--- config.mk ---
export PLATFORM = sky130hd
export DESIGN_NAME = ffba_pad_unit
export DESIGN_NICKNAME = d
export VERILOG_FILES = /design/src/rtl/ffba_pkg.sv /design/src/rtl/ffba_pad_unit.sv
export SDC_FILE = /design/constraint.sdc
export NUM_CORES = 1
export LEC_CHECK = 0
export BUFFER_PORTS_ARGS = -buffer_cell sky130_fd_sc_hd__buf_2
export CORE_AREA = 5 5 97 99
export DETAILED_ROUTE_END_ITERATION = 16
export DIE_AREA = 0 0 102 104
export GPL_TIMING_DRIVEN = 0
export PLACE_DENSITY = 0.58
export SYNTH_ARGS = -nofsm -noshare
export SYNTH_HDL_FRONTEND = slang
export SYNTH_SLANG_ARGS = --single-unit
--- constraint.sdc ---
create_clock -name clk -period 5.1 [get_ports clk]
set_input_delay 0.51 -clock clk [delete_from_list [all_inputs] [get_ports clk]]
set_output_delay 0.51 -clock clk [all_outputs]
set_load 0.01 [all_outputs]
--- src/rtl/ffba_pkg.sv ---
// Package for the first-fit block allocator: widths, codes and field types.
// Used by every module of the allocator; depends on nothing.
`default_nettype none
package ffba_pkg;
  localparam int MaxBlocks = 64;
  localparam int IdxW = $clog2(MaxBlocks);
  localparam int CntW = 11;

  localparam logic [1:0] CMD_ALLOC = 2'd0;
  localparam logic [1:0] CMD_FREE  = 2'd1;
  localparam logic [1:0] CMD_INIT  = 2'd2;
  localparam logic [1:0] CMD_NOP   = 2'd3;

  localparam logic [1:0] ST_OK       = 2'd0;
  localparam logic [1:0] ST_NOFIT    = 2'd1;
  localparam logic [1:0] ST_FULL     = 2'd2;
  localparam logic [1:0] ST_NOTALLOC = 2'd3;

  localparam logic [1:0] CFG_ALIGN = 2'd0;
  localparam logic [1:0] CFG_START = 2'd1;
  localparam logic [1:0] CFG_END   = 2'd2;

  typedef struct packed {
    logic        start;
    logic [31:0] off;
    logic [8:0]  align;
  } pad_req_t;

  typedef struct packed {
    logic        done;
    logic [8:0]  pad;
  } pad_rsp_t;
endpackage
`default_nettype wire

--- src/rtl/ffba_pad_unit.sv ---
// Shared padding unit: offset mod alignment by restoring division, one bit a cycle.
// Depends on ffba_pkg. Gives the bytes needed to round an offset up to alignment.
`default_nettype none
module ffba_pad_unit (
  input  wire logic              clk,
  input  wire logic              rst_n,
  input  wire ffba_pkg::pad_req_t req,
  output ffba_pkg::pad_rsp_t     rsp
);
  logic [31:0] q_r, q_nxt;
  logic [9:0]  rem_r, rem_nxt;
  logic [8:0]  a_r, a_nxt;
  logic [5:0]  cnt_r, cnt_nxt;
  logic        busy_r, busy_nxt;
  logic [9:0]  sh;
  logic [9:0]  diff;

  always_comb begin
    q_nxt = q_r;
    rem_nxt = rem_r;
    a_nxt = a_r;
    cnt_nxt = cnt_r;
    busy_nxt = busy_r;
    sh = {rem_r[8:0], q_r[31]};
    diff = sh - {1'b0, a_r};
    rsp.done = 1'b0;
    rsp.pad = '0;
    if (req.start) begin
      q_nxt = req.off;
      rem_nxt = '0;
      a_nxt = (req.align == 9'd0) ? 9'd1 : req.align;
      cnt_nxt = 6'd32;
      busy_nxt = 1'b1;
    end else if (busy_r) begin
      if (cnt_r == 6'd0) begin
        busy_nxt = 1'b0;
        rsp.done = 1'b1;
        rsp.pad = (rem_r == 10'd0) ? 9'd0 : 9'(({1'b0, a_r}) - rem_r);
      end else begin
        q_nxt = {q_r[30:0], 1'b0};
        rem_nxt = (sh >= {1'b0, a_r}) ? diff : sh;
        cnt_nxt = cnt_r - 6'd1;
      end
    end
  end

  always_ff @(posedge clk) begin
    if (!rst_n) begin
      busy_r <= 1'b0;
      cnt_r <= '0;
    end else begin
      busy_r <= busy_nxt;
      cnt_r <= cnt_nxt;
    end
    q_r <= q_nxt;
    rem_r <= rem_nxt;
    a_r <= a_nxt;
  end
endmodule
`default_nettype wire

== Word level (Yosys, flattened, before mapping) ==
Index checks and enable logic that the tools add are counted.

* Flip-flop bits (word level): 58
* Word-level logic and storage cells: 34
* Output and inout bits: 10
* Input bits: 44

* Reduce and logical (&&, ||, !) cells: 7
* Muxes and demuxes: 14
* Bitwise logic cells: 2
* Eq/ne operators: 1
* $add $sub $neg: 3
* $lt $le $gt $ge: 1

{| class="wikitable"
|+ Operator list
! kind !! count
|-
| 32-bit two-way mux || 3
|-
| 10-bit two-way mux || 4
|-
| 6-bit two-way mux || 3
|-
| 10-bit by 9-bit >= comparator with 1-bit output || 1
|-
| 10-bit logical NOT || 1
|-
| 10-bit by 9-bit subtractor with 10-bit output || 1
|-
| 9-bit logical NOT || 1
|-
| 9-bit two-way mux || 1
|-
| 9-bit subtractor || 1
|-
| 6-bit logical NOT || 1
|-
| 6-bit by 1-bit subtractor with 6-bit output (second input constant) || 1
|-
| 2-bit AND reduction || 2
|-
| 1-bit two-way mux || 3
|-
| 2-bit != test (second input constant) || 1
|-
| 1-bit inverter || 2
|-
| 2-bit nonzero test || 1
|-
| 2-bit OR reduction || 1
|}

== Logic depth before layout (Yosys ltp) ==
* Depth after elaboration: 5
* Gate-level depth with buffers: 11
* Gate-level depth less buffers: 9

== Worst setup path before layout ==
Ideal clock, no wire load.

* Path type: in2out
* From: in req[41] (netlist bit)
* To: out rsp[2] (netlist bit)
* Path slack: 2.681 ns
* Stages on the path: 4
* Data arrival time: 1.909 ns
* Path buffers: 1
* Required time: 4.590 ns
* Path through: clkbuf_1 > nor4_1 > o41ai_2 > nor3_1

{| class="wikitable"
|+ RTL lines
! what !! line !! source
|-
| start: declaration || ffba_pad_unit.sv:7 || <nowiki>input wire ffba_pkg::pad_req_t req,</nowiki>
|-
| end: declaration || ffba_pad_unit.sv:8 || <nowiki>output ffba_pkg::pad_rsp_t rsp</nowiki>
|}

==> results.ini <==
[synthesis]
yosysTopAreaCellShare_pct=37.6
async_flop_share_pct=0
synth_nets=361
synthTopCellsByArea=edfxtp_1, mux2_2, dfxtp_1
yosysMostFrequentCell=edfxtp_1
yosysUniqueCellTypes=48
syn_area_mm2=0.00328
ys_seq_area_share_pct=48.0
synth.avg_cell_area_um2=11.0
synth_ff_type=edfxtp_1
ys_ff_latch=58
netlist_instances=297
synth_edf_count=41
yosysTopAreaCell=edfxtp_1
ys_warn_count=0
synth_common_cells=edfxtp_1, nor2_1, mux2_2

[pwr]
switching_share_pct=26.6
p_comb_share_pct=16.7
ir_drop_mv=0.189
seqPwrFrac_pct=51.2
intPower_uw=812
clkPwrFrac_pct=32.1
p_total_uw=1110
switching_power_uw=295
power.density_mw_per_mm2=287
power_leakage_uw=0.00157

[finish]
finalInstanceArea_mm2=0.00386
areaGrowthSynthToFinish_pct=17.8
fin_nets=426
n_antenna_cell=0
layout-drive-gt1-share_pct=30.5

[sta]
setup_ws_ns=2.13
period_needed_ns=2.97
finalHoldViolCount=0
fin_hold_ws_ns=0.410
max_freq_mhz=337
finalClockSkew_ns=0.00475
slew-limit-headroom_pct=26.5
tightest_slew_ns=1.09
post-route-period-util_pct=58.2
rsz0062_at_grt=no
maxSlewViolCount=0
setup_viol=0
tns_ns=0

[floorplan]
coreArea_mm2=0.00847
boundaryPins=54
die_area_mm2=0.0106
dieWidth_um=102
die_h_um=104
rows=34
initial_utilization_pct=38.7

[grt]
grt_max_degree=26
grt_pass1_wl_mm=11.9
first_global_vias=2512
antenna_found_initial=0
grt-ovfl-total=0
track_usage_pct=14.1

[setup_path]
r2r_cells=10
r2r_slack_ns=2.56
worstSetupStartpointType=flip-flop
endpoint_kind=output port
path_class=flip-flop to output port
r2r-end=rem_r[8]
required_ns=4.59
worstReg2RegStart=a_r[0]
worstPathArrival_ns=2.46
path_max_fanout=4

[detailed_routing]
drtIter0Drc=98
dr.pass1.iters=4
ant_nets=0
drc_errors=0
wl_mm=6.92
via_per_inst=5.01
wl_per_cell_um=14.6
vias=2381

[cts]
path_clk_slew_ns=0.07
cts_buffers=9
htree_levels=3
cts_buffer_depth=2
clock_latency_ns=0.33
cts_tree=built
numClockSinks=58
cts-resized-gates=0
cts_setup_buffers=0
cts_root_buf=clkbuf_8
hold_buffers=0

[worst_hold_path]
hp-class=input pin to flip-flop
hold_depth=2
whs_endpoint=cnt_r[5]
worstHoldStart=rst_n

[place]
port_buffers=53
place_congestion=0.834
hpwl_mm=5.31
pre_cts_ws_ns=2.14
place_area_mm2=0.00370

[status]
status=completed

[run]
max_cap_viol_count=0

[flip-flops by register name, summed over array words and instances, names as in the netlist]
register	count
a_r	9
rem_r	10
busy_r	1
cnt_r	6
q_r	32
[worst max path at each step]
| stage | end | cells after the start | start | slack [ns] |
|---|---|---|---|---|
| finish | rsp[8] | 9 | rem_r[2] | 2.13 |
| global route | rsp[8] | 10 | a_r[0] | 1.81 |
| CTS | rsp[8] | 9 | rem_r[2] | 2.04 |
| detailed placement | rsp[2] | 6 | req[41] | 2.14 |
| global placement | rem_r[7] | 6 | req[41] | 1.93 |
| floorplan | rsp[2] | 4 | req[41] | 2.68 |
[placed cells by master (no fill, tap or decap), drive strengths merged, types with 3 or more instances in the layout]
cell and n:
nor2 32, xor2 6, o311ai 3, edfxtp 41
o21a 4, xnor2 9, nand4 3, dfxtp 17
and2 3, nor2b 7, o21ai 5, nor4 3
nand2b 6, clkinv 4, clkbuf 23, a211oi 3
a21oi 15, o41ai 3, nand3 7, buf 59
mux2 31, inv 24, nor3 6, nand2 10
ha 18
[kinds of logic (layout without fill, tap and decap cells)]
logic type      after synthesis  count (layout)  synth area share (%)
compound gates               50              50                  11.4
xor+xnor                     15              15                  4.01
fa+ha+maj                    20              20                  8.09
buf+inv                      42             112                  5.54
flops                        58              58                  48.0
mux                          32              32                  11.0
simple gates                 80              80                  12.0
[final cells by class]
type / count / area [um^2]
fill: 829 / 4610
sequential: 58 / 1570
multi-input combinational: 197 / 1520
timing repair buffer: 54 / 285
tap: 108 / 135
clock buffer: 10 / 128
buffer: 18 / 91.3
inverter: 24 / 90.1
clock inverter: 6 / 33.8
[worst max-delay path, cell delays in order (launching register included)]
cell     delay [ns]
dfxtp_1        0.33
inv_1          0.09
ha_1           0.33
nor2b_1        0.15
o21ai_0        0.27
a21oi_1        0.16
o41ai_1        0.39
xnor2_1        0.17
nor2_1         0.06
buf_2          0.19
[per-stage QoR]
step	cells	util (%)
floorplan	297	-
global placement	458	43.4
detailed placement	459	43.7
CTS	475	45.6
global route	475	45.6
finish	475	45.6
[power groups by stage]
stage / logic, uW / clock network, uW / registers (uW)
after floorplan: 134 / 0 / 571
after global placement: 180 / 0 / 577
after detailed placement: 186 / 0 / 577
after CTS: 187 / 366 / 567
after global routing: 208 / 391 / 571
final: 185 / 355 / 566
[routing by layer]
layer	up-vias	share of wire, %	track usage [%]	wire length (um)
met5	-	0	0	0
met4	0	2.7	5.90	188
met3	12	5.9	4.69	410
met2	53	49	23.4	3390
met1	1119	42	16.5	2930
li1	1197	-	-	-
(Power assumes the default switching activity.)
